--- src/hdl/emrg_pkg.sv ---
// Shared types and constants for the Eller maze row generator.
// No dependencies; imported by the controller, the datapath and the top level.
package emrg_pkg;

    localparam int MAX_COLS = 32;
    localparam int COL_W    = $clog2(MAX_COLS);
    localparam int NCOL_W   = $clog2(MAX_COLS + 1);
    localparam int LABEL_W  = 6;
    localparam int ROW_W    = 12;
    localparam int RCNT_W   = 13;
    localparam int RR_W     = 31;
    localparam int IN_W     = 64;
    localparam int OUT_W    = 80;

    // Configuration register indexes
    localparam logic [0:0] REG_ROW_COUNT    = 1'b0;
    localparam logic [0:0] REG_COLUMN_COUNT = 1'b1;

    // Datapath operations issued by the controller
    typedef enum logic [3:0] {
        OP_NOP,
        OP_LOAD,
        OP_FRESH,
        OP_MERGE,
        OP_BOT1,
        OP_BOT2,
        OP_CLEAR,
        OP_CANON,
        OP_FINISH
    } dp_op_t;

    typedef struct packed {
        dp_op_t           op;
        logic [COL_W-1:0] col;
    } dp_cmd_t;

    typedef struct packed {
        logic [COL_W-1:0] last_col;
        logic             last_row;
    } dp_status_t;

endpackage

--- src/hdl/emrg_ctrl.sv ---
// Sequencer for the Eller maze row generator: walks the column passes of one row.
// Depends on emrg_pkg; drives the datapath through dp_cmd_t, reads dp_status_t.
module emrg_ctrl
(
    input  logic                 clk,
    input  logic                 rst_n,
    input  logic                 s_tvalid,
    output logic                 s_tready,
    output logic                 m_tvalid,
    input  logic                 m_tready,
    output emrg_pkg::dp_cmd_t    cmd,
    input  emrg_pkg::dp_status_t status
);
    import emrg_pkg::*;

    typedef enum logic [2:0] {
        ST_IDLE,
        ST_FRESH,
        ST_MERGE,
        ST_BOT1,
        ST_BOT2,
        ST_CLEAR,
        ST_CANON,
        ST_OUT
    } state_t;

    state_t           state_reg, state_next;
    logic [COL_W-1:0] col_reg, col_next;
    logic             out_valid_reg, out_valid_next;
    logic             pass_end;

    assign s_tready = (state_reg == ST_IDLE);
    assign m_tvalid = out_valid_reg;
    assign pass_end = (col_reg == status.last_col);

    // Next state, column counter and datapath command
    always_comb
    begin
        state_next     = state_reg;
        col_next       = col_reg;
        out_valid_next = out_valid_reg && !m_tready;
        cmd.op         = OP_NOP;
        cmd.col        = col_reg;
        unique case (state_reg)
            ST_IDLE:
            begin
                if (s_tvalid)
                begin
                    cmd.op     = OP_LOAD;
                    col_next   = '0;
                    state_next = ST_FRESH;
                end
            end
            ST_FRESH:
            begin
                cmd.op   = OP_FRESH;
                col_next = '0;
                if (status.last_col != '0)
                    state_next = ST_MERGE;
                else
                    state_next = status.last_row ? ST_OUT : ST_BOT1;
            end
            ST_MERGE:
            begin
                cmd.op = OP_MERGE;
                if (col_reg == status.last_col - COL_W'(1))
                begin
                    col_next   = '0;
                    state_next = status.last_row ? ST_OUT : ST_BOT1;
                end
                else
                    col_next = col_reg + COL_W'(1);
            end
            ST_BOT1:
            begin
                cmd.op = OP_BOT1;
                if (pass_end)
                begin
                    col_next   = '0;
                    state_next = ST_BOT2;
                end
                else
                    col_next = col_reg + COL_W'(1);
            end
            ST_BOT2:
            begin
                cmd.op = OP_BOT2;
                if (pass_end)
                begin
                    col_next   = '0;
                    state_next = ST_CLEAR;
                end
                else
                    col_next = col_reg + COL_W'(1);
            end
            ST_CLEAR:
            begin
                cmd.op     = OP_CLEAR;
                col_next   = '0;
                state_next = ST_CANON;
            end
            ST_CANON:
            begin
                cmd.op = OP_CANON;
                if (pass_end)
                begin
                    col_next   = '0;
                    state_next = ST_OUT;
                end
                else
                    col_next = col_reg + COL_W'(1);
            end
            ST_OUT:
            begin
                if (!out_valid_reg || m_tready)
                begin
                    cmd.op         = OP_FINISH;
                    out_valid_next = 1'b1;
                    state_next     = ST_IDLE;
                end
            end
            default:
            begin
                state_next = ST_IDLE;
            end
        endcase
    end

    // Hold state, column counter and output valid
    always_ff @(posedge clk or negedge rst_n)
    begin
        if (!rst_n)
        begin
            state_reg     <= ST_IDLE;
            col_reg       <= '0;
            out_valid_reg <= 1'b0;
        end
        else
        begin
            state_reg     <= state_next;
            col_reg       <= col_next;
            out_valid_reg <= out_valid_next;
        end
    end

endmodule

--- src/hdl/emrg_datapath.sv ---
// Datapath of the Eller maze row generator: set labels, wall masks, row counter.
// Depends on emrg_pkg; runs one operation per cycle as commanded by emrg_ctrl.
module emrg_datapath
(
    input  logic                        clk,
    input  logic                        rst_n,
    input  emrg_pkg::dp_cmd_t           cmd,
    output emrg_pkg::dp_status_t        status,
    input  logic [emrg_pkg::IN_W-1:0]   in_data,
    input  logic                        cfg_write,
    input  logic [0:0]                  cfg_index,
    input  logic [emrg_pkg::RCNT_W-1:0] cfg_data,
    output logic [emrg_pkg::OUT_W-1:0]  out_data,
    output logic                        out_last
);
    import emrg_pkg::*;

    // Labels follow the rule: label = lowest column of the set + 1
    logic [LABEL_W-1:0]  labels_reg [MAX_COLS];
    logic [RCNT_W-1:0]   row_count_reg;
    logic [NCOL_W-1:0]   column_count_reg;
    logic [ROW_W-1:0]    row_cnt_reg;
    logic [RR_W-1:0]     rr_reg;
    logic [MAX_COLS-1:0] br_reg;
    logic [MAX_COLS-1:0] right_reg;
    logic [MAX_COLS-1:0] bottom_reg;
    logic [MAX_COLS-1:0] done_reg;
    logic [ROW_W-1:0]    out_row_reg;
    logic [MAX_COLS-1:0] out_right_reg;
    logic [MAX_COLS-1:0] out_bottom_reg;
    logic                out_last_reg;

    logic [NCOL_W-1:0]   ncols;
    logic [ROW_W-1:0]    rows_m1;
    logic [MAX_COLS-1:0] colmask;
    logic [MAX_COLS-1:0] colbit;
    logic [COL_W-1:0]    col_p1;
    logic [LABEL_W-1:0]  lab_a, lab_b, keep, gone, key;
    logic [MAX_COLS-1:0] eq;
    logic                last_row;

    // Clamp configuration to the ranges in use
    always_comb
    begin
        if (column_count_reg == '0)
            ncols = NCOL_W'(1);
        else if (column_count_reg > NCOL_W'(MAX_COLS))
            ncols = NCOL_W'(MAX_COLS);
        else
            ncols = column_count_reg;
        if (row_count_reg == '0)
            rows_m1 = '0;
        else if (row_count_reg > RCNT_W'(4096))
            rows_m1 = '1;
        else
            rows_m1 = row_count_reg[ROW_W-1:0] - ROW_W'(1);
    end

    assign last_row        = (row_cnt_reg >= rows_m1);
    assign status.last_col = COL_W'(ncols - NCOL_W'(1));
    assign status.last_row = last_row;

    // Column mask and per-column compare against the selected set
    assign col_p1 = cmd.col + COL_W'(1);
    assign colbit = MAX_COLS'(1) << cmd.col;
    assign lab_a  = labels_reg[cmd.col];
    assign lab_b  = labels_reg[col_p1];
    assign keep   = (lab_a < lab_b) ? lab_a : lab_b;
    assign gone   = (lab_a < lab_b) ? lab_b : lab_a;
    assign key    = (cmd.op == OP_MERGE) ? gone : lab_a;

    always_comb
    begin
        for (int k = 0; k < MAX_COLS; k++)
        begin
            colmask[k] = (NCOL_W'(k) < ncols);
            eq[k]      = colmask[k] && (labels_reg[k] == key);
        end
    end

    // Control state: configuration, labels, row counter
    always_ff @(posedge clk or negedge rst_n)
    begin
        if (!rst_n)
        begin
            row_count_reg    <= RCNT_W'(16);
            column_count_reg <= NCOL_W'(16);
            row_cnt_reg      <= '0;
            for (int k = 0; k < MAX_COLS; k++)
                labels_reg[k] <= '0;
        end
        else if (cfg_write)
        begin
            unique case (cfg_index)
                REG_ROW_COUNT:    row_count_reg    <= cfg_data;
                REG_COLUMN_COUNT: column_count_reg <= cfg_data[NCOL_W-1:0];
                default:          ;
            endcase
            row_cnt_reg <= '0;
            for (int k = 0; k < MAX_COLS; k++)
                labels_reg[k] <= '0;
        end
        else
        begin
            unique case (cmd.op)
                OP_FRESH:
                begin
                    for (int k = 0; k < MAX_COLS; k++)
                        if (colmask[k] && labels_reg[k] == '0)
                            labels_reg[k] <= LABEL_W'(k + 1);
                end
                OP_MERGE:
                begin
                    if (!(lab_a == lab_b || (!last_row && rr_reg[cmd.col])))
                        for (int k = 0; k < MAX_COLS; k++)
                            if (eq[k])
                                labels_reg[k] <= keep;
                end
                OP_CLEAR:
                begin
                    for (int k = 0; k < MAX_COLS; k++)
                        if (bottom_reg[k])
                            labels_reg[k] <= '0;
                end
                OP_CANON:
                begin
                    if (!done_reg[cmd.col] && lab_a != '0)
                        for (int k = 0; k < MAX_COLS; k++)
                            if (eq[k])
                                labels_reg[k] <= LABEL_W'(cmd.col) + LABEL_W'(1);
                end
                OP_FINISH:
                begin
                    if (last_row)
                    begin
                        row_cnt_reg <= '0;
                        for (int k = 0; k < MAX_COLS; k++)
                            labels_reg[k] <= '0;
                    end
                    else
                        row_cnt_reg <= row_cnt_reg + ROW_W'(1);
                end
                default: ;
            endcase
        end
    end

    // Row payload: random bits, wall masks, output register
    always_ff @(posedge clk)
    begin
        unique case (cmd.op)
            OP_LOAD:
            begin
                rr_reg     <= in_data[RR_W-1:0];
                br_reg     <= in_data[RR_W +: MAX_COLS];
                right_reg  <= '0;
                bottom_reg <= '0;
                done_reg   <= '0;
            end
            OP_MERGE:
            begin
                if (lab_a == lab_b || (!last_row && rr_reg[cmd.col]))
                    right_reg <= right_reg | colbit;
            end
            OP_BOT1:
            begin
                if (br_reg[cmd.col] && ((eq & ~colbit) != '0))
                    bottom_reg <= bottom_reg | colbit;
            end
            OP_BOT2:
            begin
                if ((eq & ~bottom_reg) == '0)
                    bottom_reg <= bottom_reg & ~colbit;
            end
            OP_CANON:
            begin
                if (!done_reg[cmd.col] && lab_a != '0)
                    done_reg <= done_reg | eq;
            end
            OP_FINISH:
            begin
                out_row_reg    <= row_cnt_reg;
                out_right_reg  <= (right_reg | (MAX_COLS'(1) << status.last_col)) & colmask;
                out_bottom_reg <= last_row ? colmask : (bottom_reg & colmask);
                out_last_reg   <= last_row;
            end
            default: ;
        endcase
    end

    assign out_data = {(OUT_W - ROW_W - 2 * MAX_COLS)'(0),
                       out_bottom_reg, out_right_reg, out_row_reg};
    assign out_last = out_last_reg;

endmodule

--- src/hdl/eller_maze_row_generator.sv ---
// Top level of the Eller maze row generator: one maze row per input transaction.
// Depends on emrg_pkg, emrg_ctrl and emrg_datapath.
//
//  channel  | direction | payload
//  ---------+-----------+---------------------------------------------------
//  s_*      | in        | random bits for one row
//  m_*      | out       | row index and wall masks, tlast on the final row
//  cfg_*    | in        | register index and write data
//
// A row over N columns runs through the accept step, fresh labels, the merge walk
// (N-1 steps), two bottom-wall walks, a label clear, a relabel walk and the output
// step, each walk stepping one column a cycle; the final row goes from the merge
// walk straight to the output step.
// After reset labels and the row counter are zero; a register write restarts
// the maze. A stalled result waits in the output register while the next row runs.
module eller_maze_row_generator
(
    input  logic                         clk,
    input  logic                         rst_n,
    input  logic                         s_tvalid,
    output logic                         s_tready,
    input  logic [emrg_pkg::IN_W-1:0]    s_tdata,   // right_random[30:0], bottom_random[62:31]
    output logic                         m_tvalid,
    input  logic                         m_tready,
    output logic [emrg_pkg::OUT_W-1:0]   m_tdata,   // row_index[11:0], right_walls[43:12],
                                                    // bottom_walls[75:44]
    output logic                         m_tlast,
    input  logic                         cfg_valid,
    output logic                         cfg_ready,
    input  logic [0:0]                   cfg_index,
    input  logic [emrg_pkg::RCNT_W-1:0]  cfg_data
);
    import emrg_pkg::*;

    dp_cmd_t    cmd;
    dp_status_t status;

    // The user must send writes only while idle; the block leaves this unchecked and takes them at once
    assign cfg_ready = 1'b1;

    emrg_ctrl u_ctrl
    (
        .clk      (clk),
        .rst_n    (rst_n),
        .s_tvalid (s_tvalid),
        .s_tready (s_tready),
        .m_tvalid (m_tvalid),
        .m_tready (m_tready),
        .cmd      (cmd),
        .status   (status)
    );

    emrg_datapath u_datapath
    (
        .clk       (clk),
        .rst_n     (rst_n),
        .cmd       (cmd),
        .status    (status),
        .in_data   (s_tdata),
        .cfg_write (cfg_valid && cfg_ready),
        .cfg_index (cfg_index),
        .cfg_data  (cfg_data),
        .out_data  (m_tdata),
        .out_last  (m_tlast)
    );

`ifndef NO_ASSERTIONS
    // An accepted row leaves the idle state at once
    a_accept_busy: assert property (@(posedge clk) disable iff (!rst_n)
        s_tvalid && s_tready |=> !s_tready)
        else $error("input accepted twice in a row");

    // Finishing a row always presents a result
    a_finish_valid: assert property (@(posedge clk) disable iff (!rst_n)
        cmd.op == OP_FINISH |=> m_tvalid)
        else $error("finished row not presented");

    // Every presented row has its right border wall
    a_right_border: assert property (@(posedge clk) disable iff (!rst_n)
        m_tvalid |-> m_tdata[43:12] != '0)
        else $error("row without right border wall");
`endif

endmodule
--- config.mk ---
export PLATFORM = sky130hd
export DESIGN_NAME = eller_maze_row_generator
export DESIGN_NICKNAME = d
export VERILOG_FILES = /design/src/hdl/emrg_pkg.sv /design/src/hdl/emrg_ctrl.sv /design/src/hdl/emrg_datapath.sv /design/src/hdl/eller_maze_row_generator.sv
export SDC_FILE = /design/constraint.sdc
export NUM_CORES = 1
export LEC_CHECK = 0
export BUFFER_PORTS_ARGS = -buffer_cell sky130_fd_sc_hd__buf_4
export CAP_MARGIN = 0
export CORE_MARGIN = 8
export CORE_UTILIZATION = 40
export DETAILED_ROUTE_END_ITERATION = 10
export SLEW_MARGIN = 20
export SYNTH_ARGS = -nofsm -noshare
export SYNTH_HDL_FRONTEND = slang
export SYNTH_SLANG_ARGS = --single-unit
--- constraint.sdc ---
create_clock -name clk -period 12.85 [get_ports clk]
set_input_delay 2.57 -clock clk [delete_from_list [all_inputs] [get_ports clk]]
set_output_delay 2.57 -clock clk [all_outputs]
set_load 0.005 [all_outputs]
==> impl_results.md, run 1 <==
* Status: completed
* Worst slew pin tran at 1380 ps
* TritonCTS clock tree: built
* Skew final at 44.6 ps
* First-pass GRT wire length at 158000 um
* Mapped Area at 28100 sq um
* Vias at 22899
* Critical Path End Type: flop
* Static Leak at 12.5 nW
* Detail Route Antenna Nets at 0
* Via density at 6.41
* CTS Sinks at 468
* Crit path largest cell delay at 930 ps
* RD Place Congestion at 1.00
* R2R Setup Slk at 2480 ps
* Initial antenna violation count at 4
* Remaining DRCs at 0
* Post-layout minimum cycle time at 10370 ps
* Final setup viols at 0
* Width of the die at 281 um
* Post-Syn Instances at 2482
* R2R Path Start: u_ctrl.col_reg[1]
* Post-CTS Setup Bufs at 0
* Setup TNS at 0 ps
* Root Driver: clkbuf_16
* Chip height at 281 um
* Top cell by count, worst path: ha_1
* Yosys cell types at 89
* Iter 0 DRT Violations at 2942
* Worst EP arrival at 10590 ps
* Critical Path, Cell by Cell: buf_4 > ha_1 > ha_1 > buf_4 > nand2_1 > o22ai_1 > nor4_1 > nor4_2 > inv_1 > ha_1 > a2111oi_0 > o2bb2ai_1 > nand2_2 > and2_4 > nor2_4 > buf_12 > xor2_1 > nor4_1 > a2111oi_0 > nand4_1 > o311ai_1 > o211a_2
* Slew HR at 7.43%
* Metal3 WL at 12100 um
* Total Wirelength at 109000 um
* Highest Signal Layer: met5
* Unrepaired setup endpoints after global routing: false
* Hold crit path type: reg2reg
* Most frequent cells in the layout: nor2_1 (288), edfxtp_1 (236), dfrtp_1 (228)
* Clock latency on the worst-skew pair at 630 ps
* WL met2 at 49600 um
* CORE AREA at 69800 sq um
* Area growth from synthesis to layout at 12.8%
* Global-route usage over all layers at 27.0%
* Non-filler cells, final at 3574
* # rows at 97
* F_max at 96.4 MHz
* DR WL/cell at 30.6 um
* Global route overflow at 0
* Post-synth EDFFs at 236
* Synth async-reset ratio at 49.6%
* Reg2reg path depth at 22
* Commonest non-fill, non-tap cell in the layout: nor2_1
* Nets at 2707
* Worst path required time at 13070 ps
* Hold-critical path depth at 1
* Post_cts resized at 0
* Post-synthesis register bit count at 468
* Max FFs per register at 192
* Port bufs at 160
* Final worst path period share at 80.7%
* Starting Density at 40.2%
* MaxCap Viol Count at 0
* Crit-path slowest cell: o211a_2
* Max-slew violation count at 0
* Peak supply drop at 194 uV
* Cts bufs inserted at 51
* Die area at 78900 sq um
* Vias in the first global route at 22704
* Sequential fraction of the synthesis area at 45.9%
* Crit Path Category: reg2reg
* P per Cell Area at 322 nW/um^2
* Power Total at 10.2 mW
* Synthesized area per cell at 11.3 sq um
* Syn. warnings at 0
* Hold_sp: u_datapath.row_cnt_reg[11]
* CTS Hold Bufs at 0
* Setup crit start: u_ctrl.col_reg[1]
* Share of cells above drive strength 1 at 19.1%
* Pin count of the biggest net entering global routing at 85
* Final Hold Fails at 0
* M1 WL at 42400 um
* Post-DP HPWL at 78900 um
* Hold Slack at 518 ps
* Main synth FF type: edfxtp_1
* Initial DRT Pass Iterations at 6
* I/O Pins at 167
* CP Launch Type: flop
* Placed cell count at 3477
* Clk slew on worst S/H paths at 60 ps
* Clock Tree Buf Depth at 3
* H-tree lvl count at 2
* Worst Path Max Fanout at 53
critical path: cells and delay by family, from the launching register on:
kind | cells | cell delay [ps]
AO/OA/AOI/OAI | 6 | 3470
AND/OR/NAND/NOR | 8 | 2920
XOR/XNOR | 1 | 230
flip-flops | 1 | 460
adder cells (fa/ha/maj) | 3 | 1250
buffers and inverters | 4 | 1530
power by group:
group	internal, mW	leakage [nW]	total, mW	switching [mW]
Combinational	2.11	6.34	5.97	3.86
Sequential	2.12	5.32	2.72	0.596
Clock	0.850	0.816	1.49	0.640
Total	5.08	12.5	10.2	5.10
cell families (layout without fill, tap and decap cells):
family                   Yosys count  after routing  synth area share (%)
buffers and inverters            208            355                  4.26
flip-flops                       468            468                  45.9
AND/OR/NAND/NOR                  703            703                  14.0
adder cells (fa/ha/maj)           34             34                  1.52
other                              2              7                0.0268
multiplexers                     221            221                  10.5
XOR/XNOR                         214            214                  6.70
AO/OA/AOI/OAI                    632            632                  17.0
final cells by class:
type                            instances  area, sq um
Fill cell                            6403        38100
Clock inverter                         28          260
Timing Repair Buffer                  214         1670
Inverter                               46          173
Antenna cell                            2         5.00
Multi-Input combinational cell       1809        14000
Tap cell                              940         1180
Sequential cell                       468        12900
Clock buffer                           67         1430
stage by stage:
| step | area, sq um | worst slack (ps) | utilization (%) |
|---|---|---|---|
| after detailed placement | 29900 | 2760 | 42.9 |
| after global placement | 29900 | 2780 | 42.9 |
| after floorplan | 28100 | 5190 | - |
| after CTS | 31600 | 2730 | 45.3 |
| after global routing | 31600 | 2200 | 45.3 |
| final | 31600 | 2480 | 45.4 |
path summary, 6_finish.rpt:
kind                                         endpoint
max                          u_datapath.bottom_reg[5]
min                        u_datapath.row_cnt_reg[11]
max reg2reg                  u_datapath.bottom_reg[5]
min reg2reg                u_datapath.row_cnt_reg[11]
max in group asynchronous           u_ctrl.col_reg[0]
min in group asynchronous    u_datapath.labels_reg[6]
layer usage:
| layer | up-vias | track usage, % |
|---|---|---|
| li1 | 9713 | - |
| met2 | 1384 | 42.2 |
| met1 | 11500 | 34.8 |
| met5 | - | 0 |
| met4 | 4 | 12.1 |
| met3 | 298 | 7.31 |
cell usage after synthesis (7+ instances only):
| cell | instances | area (sq um) |
|---|---|---|
| nand2b_4 | 13 | 179 |
| o221ai_1 | 15 | 131 |
| o2bb2ai_1 | 192 | 1680 |
| or4_1 | 37 | 278 |
| o21ai_0 | 78 | 390 |
| nand3_1 | 27 | 135 |
| a31oi_1 | 38 | 238 |
| a21o_1 | 9 | 67.6 |
| nor2b_1 | 19 | 119 |
| clkbuf_1 | 64 | 240 |
| xor2_1 | 133 | 1160 |
| nand4_1 | 27 | 169 |
| inv_1 | 45 | 169 |
| o21a_1 | 39 | 293 |
| xnor2_1 | 80 | 701 |
| nor2_1 | 288 | 1080 |
| nor4b_1 | 10 | 87.6 |
| nor3_1 | 19 | 95.1 |
| a2111oi_0 | 7 | 61.3 |
| o41ai_1 | 27 | 236 |
| nand2_1 | 105 | 394 |
| nand2b_1 | 14 | 87.6 |
| ha_1 | 34 | 425 |
| or2_2 | 7 | 43.8 |
| nand2b_2 | 18 | 158 |
| nor3_2 | 9 | 90.1 |
| o22ai_1 | 33 | 206 |
| buf_6 | 31 | 349 |
| mux2_2 | 18 | 203 |
| and3_1 | 10 | 62.6 |
| mux4_2 | 53 | 1190 |
| buf_1 | 19 | 71.3 |
| dfrtp_1 | 230 | 5760 |
| buf_2 | 18 | 90.1 |
| nor4_4 | 11 | 234 |
| a22oi_1 | 50 | 375 |
| a211oi_1 | 12 | 90.1 |
| nor4_1 | 37 | 231 |
| o221ai_2 | 18 | 270 |
| a21oi_1 | 76 | 380 |
| mux2i_1 | 145 | 1450 |
| buf_4 | 25 | 188 |
| edfxtp_1 | 236 | 7090 |
Note: power is estimated with default switching activity, not from simulation.
==> run 2, diff against run 1 <==
==> constraint.sdc (replaced) <==
create_clock -name clk -period 9.8 [get_ports clk]
set_input_delay 1.96 -clock clk [delete_from_list [all_inputs] [get_ports clk]]
set_output_delay 1.96 -clock clk [all_outputs]
set_load 0.005 [all_outputs]
==> run 2 against run 1 <==
Effect of this change: critical path depth fell by 1; final cell count up 0.76%; core utilization grew 0.34 points; first-iteration DRC count grew 13%; sequential share of layout area shrank 0.31 points; worst setup slack got worse by 1400 ps; worst hold slack improved by 15 ps; critical endpoint is now u_datapath.bottom_reg[7]; largest cell class unchanged.
==> impl_results.md, run 2 (same netlist as run 1, synthesis figures left out) <==
* Critical Path End Type: flop
* Worst path required time at 10080 ps (-2990 ps)
* Unrepaired setup endpoints after global routing: false
* Vias at 23049 (+0.66%)
* Static Leak at 12.6 nW (+1.3%)
* Fillcell total at 6405 (+0.031%)
* I/O Pins at 167 (unchanged)
* P per Cell Area at 425 nW/um^2 (+32%)
* Buf+Inv Stages, Crit Path at 4 (unchanged)
* Post-CTS Setup Bufs at 0 (unchanged)
* Combinational Power Share at 59.2% (+0.5 points)
* Worst EP arrival at 9030 ps (-1560 ps)
* Crit-path slowest cell: a2111oi_0
* Port bufs at 160 (unchanged)
* Clk pwr share at 14.7% (about the same)
* Skew final at 46.2 ps (+1.58 ps)
* Critical Path, Cell by Cell: ha_1 > ha_1 > nor2b_1 > a22oi_1 > a211oi_1 > nor4_4 > inv_1 > ha_1 > a2111oi_0 > o2bb2ai_1 > nand2_2 > mux2i_4 > buf_4 > xnor2_1 > nor4_2 > buf_4 > a2111oi_0 > nand4_1 > o311ai_1 > o211a_1 > buf_12
* H-tree lvl count at 2 (unchanged)
* Final worst path period share at 89.2% (+8.5 points)
* Pin count of the biggest net entering global routing at 119 (+40%)
* TritonCTS clock tree: built
* DR WL/cell at 30.3 um (-0.92%)
* Most frequent cells in the layout: nor2_1 (288), buf_4 (236), edfxtp_1 (236)
* Initial antenna violation count at 2 (-2)
* Crit path largest cell delay at 940 ps (about the same)
* Crit path max-delay family: compound AO/OA/AOI/OAI gates
* Nets at 2735 (+1.0%)
* First-pass GRT wire length at 157000 um (-0.52%)
* MaxCap Viol Count at 0 (unchanged)
* Chip height at 281 um (unchanged)
* Final Hold Fails at 0 (unchanged)
* Post-place instance area at 30200 sq um (+0.77%)
* Crit Path Category: reg2reg
* CORE AREA at 69800 sq um (unchanged)
* Max FFs per register at 192 (unchanged)
* Starting Density at 40.2% (unchanged)
* # rows at 97 (unchanged)
* R2R Path Start: u_ctrl.col_reg[0]
* Worst slew pin tran at 1160 ps (-214 ps)
* DP Worst Slack at 1400 ps (-1360 ps)
* Die area at 78900 sq um (unchanged)
* Switching part of the total at 49.4% (-0.64 points)
* Slew HR at 21.6% (+14 points)
* Setup TNS at 0 ps (unchanged)
* Clock latency on the worst-skew pair at 620 ps (about the same)
* R2R Setup Slk at 1050 ps (-1420 ps)
* Hold crit path type: reg2reg
* Vias in the first global route at 22279 (-1.9%)
* Initial DRT Pass Iterations at 6 (unchanged)
* Remaining DRCs at 0 (unchanged)
* Global-route usage over all layers at 26.8% (-0.16 points)
* Max-slew violation count at 0 (unchanged)
* Clk slew on worst S/H paths at 60 ps (about the same)
* F_max at 114 MHz (+19%)
* CP Launch Type: flop
* Commonest non-fill, non-tap cell in the layout: nor2_1
* Hold_sp: u_datapath.row_cnt_reg[11]
* Post-layout minimum cycle time at 8750 ps (-1630 ps)
* Clock Tree Buf Depth at 3 (unchanged)
* Worst Path Max Fanout at 32 (-40%)
* RD Place Congestion at 1.01 (+0.54%)
* Setup crit start: u_ctrl.col_reg[0]
* Peak supply drop at 243 uV (+25%)
* Via density at 6.40 (about the same)
* CTS Sinks at 468 (unchanged)
* Final Instance Area at 31900 sq um (+0.76%)
* Final setup viols at 0 (unchanged)
* Sequential share of power at 26.0% (-0.7 points)
* Iter 0 DRT Violations at 3311 (+13%)
* Width of the die at 281 um (unchanged)
* Global route overflow at 0 (unchanged)
* Detail Route Antenna Nets at 0 (unchanged)
* Sw power at 6.71 mW (+32%)
* Top cell by count, worst path: ha_1
* Share of cells above drive strength 1 at 19.6% (+0.52 points)
* Cts bufs inserted at 51 (unchanged)
* Status: completed
* Area growth from synthesis to layout at 13.6%
* Final worst slack at 1050 ps (-1420 ps)
* Post-DP HPWL at 78900 um (about the same)
* CTS Hold Bufs at 0 (unchanged)
* Post_cts resized at 0 (unchanged)
* Root Driver: clkbuf_16
* Total Wirelength at 109000 um (-0.17%)
* Internal at 6.86 mW (+35%)
run 2: worst paths after layout:
path,depth (start not counted),endpoint
min reg2reg,1,u_datapath.row_cnt_reg[11]
max,21,u_datapath.bottom_reg[7]
max reg2reg,21,u_datapath.bottom_reg[7]
max in group asynchronous,2,u_datapath.labels_reg[113]
min in group asynchronous,1,u_datapath.labels_reg[54]
min,1,u_datapath.row_cnt_reg[11]
run 2: power groups by stage:
stage                     Clock (mW)  Sequential [mW]  Combinational [mW]
final                           2.00             3.53                8.03
after global routing            2.10             3.56                8.43
after CTS                       2.02             3.48                7.83
after detailed placement           0             3.51                7.81
after global placement             0             3.50                7.66
after floorplan                    0             3.18                5.46
run 2: per-layer routing:
metal | vias up | part of all wire, % | global-route usage (%)
li1 | 9756 | - | -
met1 | 11591 | 39 | 35.1
met2 | 1398 | 45 | 41.6
met3 | 300 | 11 | 7.12
met4 | 4 | 4.9 | 11.6
met5 | - | 0.025 | 0
run 2: layout make-up:
| type | count | area, sq um | share of cell area [%] |
|---|---|---|---|
| clock inverter | 25 | 303 | 0.950 |
| multi-input combinational | 1809 | 14000 | 44.0 |
| inverter | 46 | 173 | 0.541 |
| clock buffer | 69 | 1410 | 4.43 |
| tap | 940 | 1180 | 3.69 |
| sequential | 468 | 12900 | 40.5 |
| antenna | 2 | 5.00 | 0.0157 |
| timing repair buffer | 242 | 1890 | 5.92 |
run 2: worst reg2reg max path: cells and delay by family (launching register included):
family	cells	cell delay, ps
flops	1	660
fa+ha+maj	3	1420
buf+inv	4	960
xor+xnor	1	190
mux	1	530
simple gates	5	1490
compound gates	7	3200
run 2: through the flow:
| step | util, % | hold WS, ps | power (mW) | cells |
|---|---|---|---|---|
| 5_1_grt | 45.7 | 569 | 14.1 | 3599 |
| 3_3_place_gp | 43.2 | 516 | 11.2 | 3505 |
| 2_1_floorplan | - | 466 | 8.64 | 2485 |
| 4_1_cts | 45.7 | 545 | 13.3 | 3599 |
| 6_report | 45.7 | 533 | 13.6 | 3601 |
| 3_5_place_dp | 43.2 | 511 | 11.3 | 3505 |
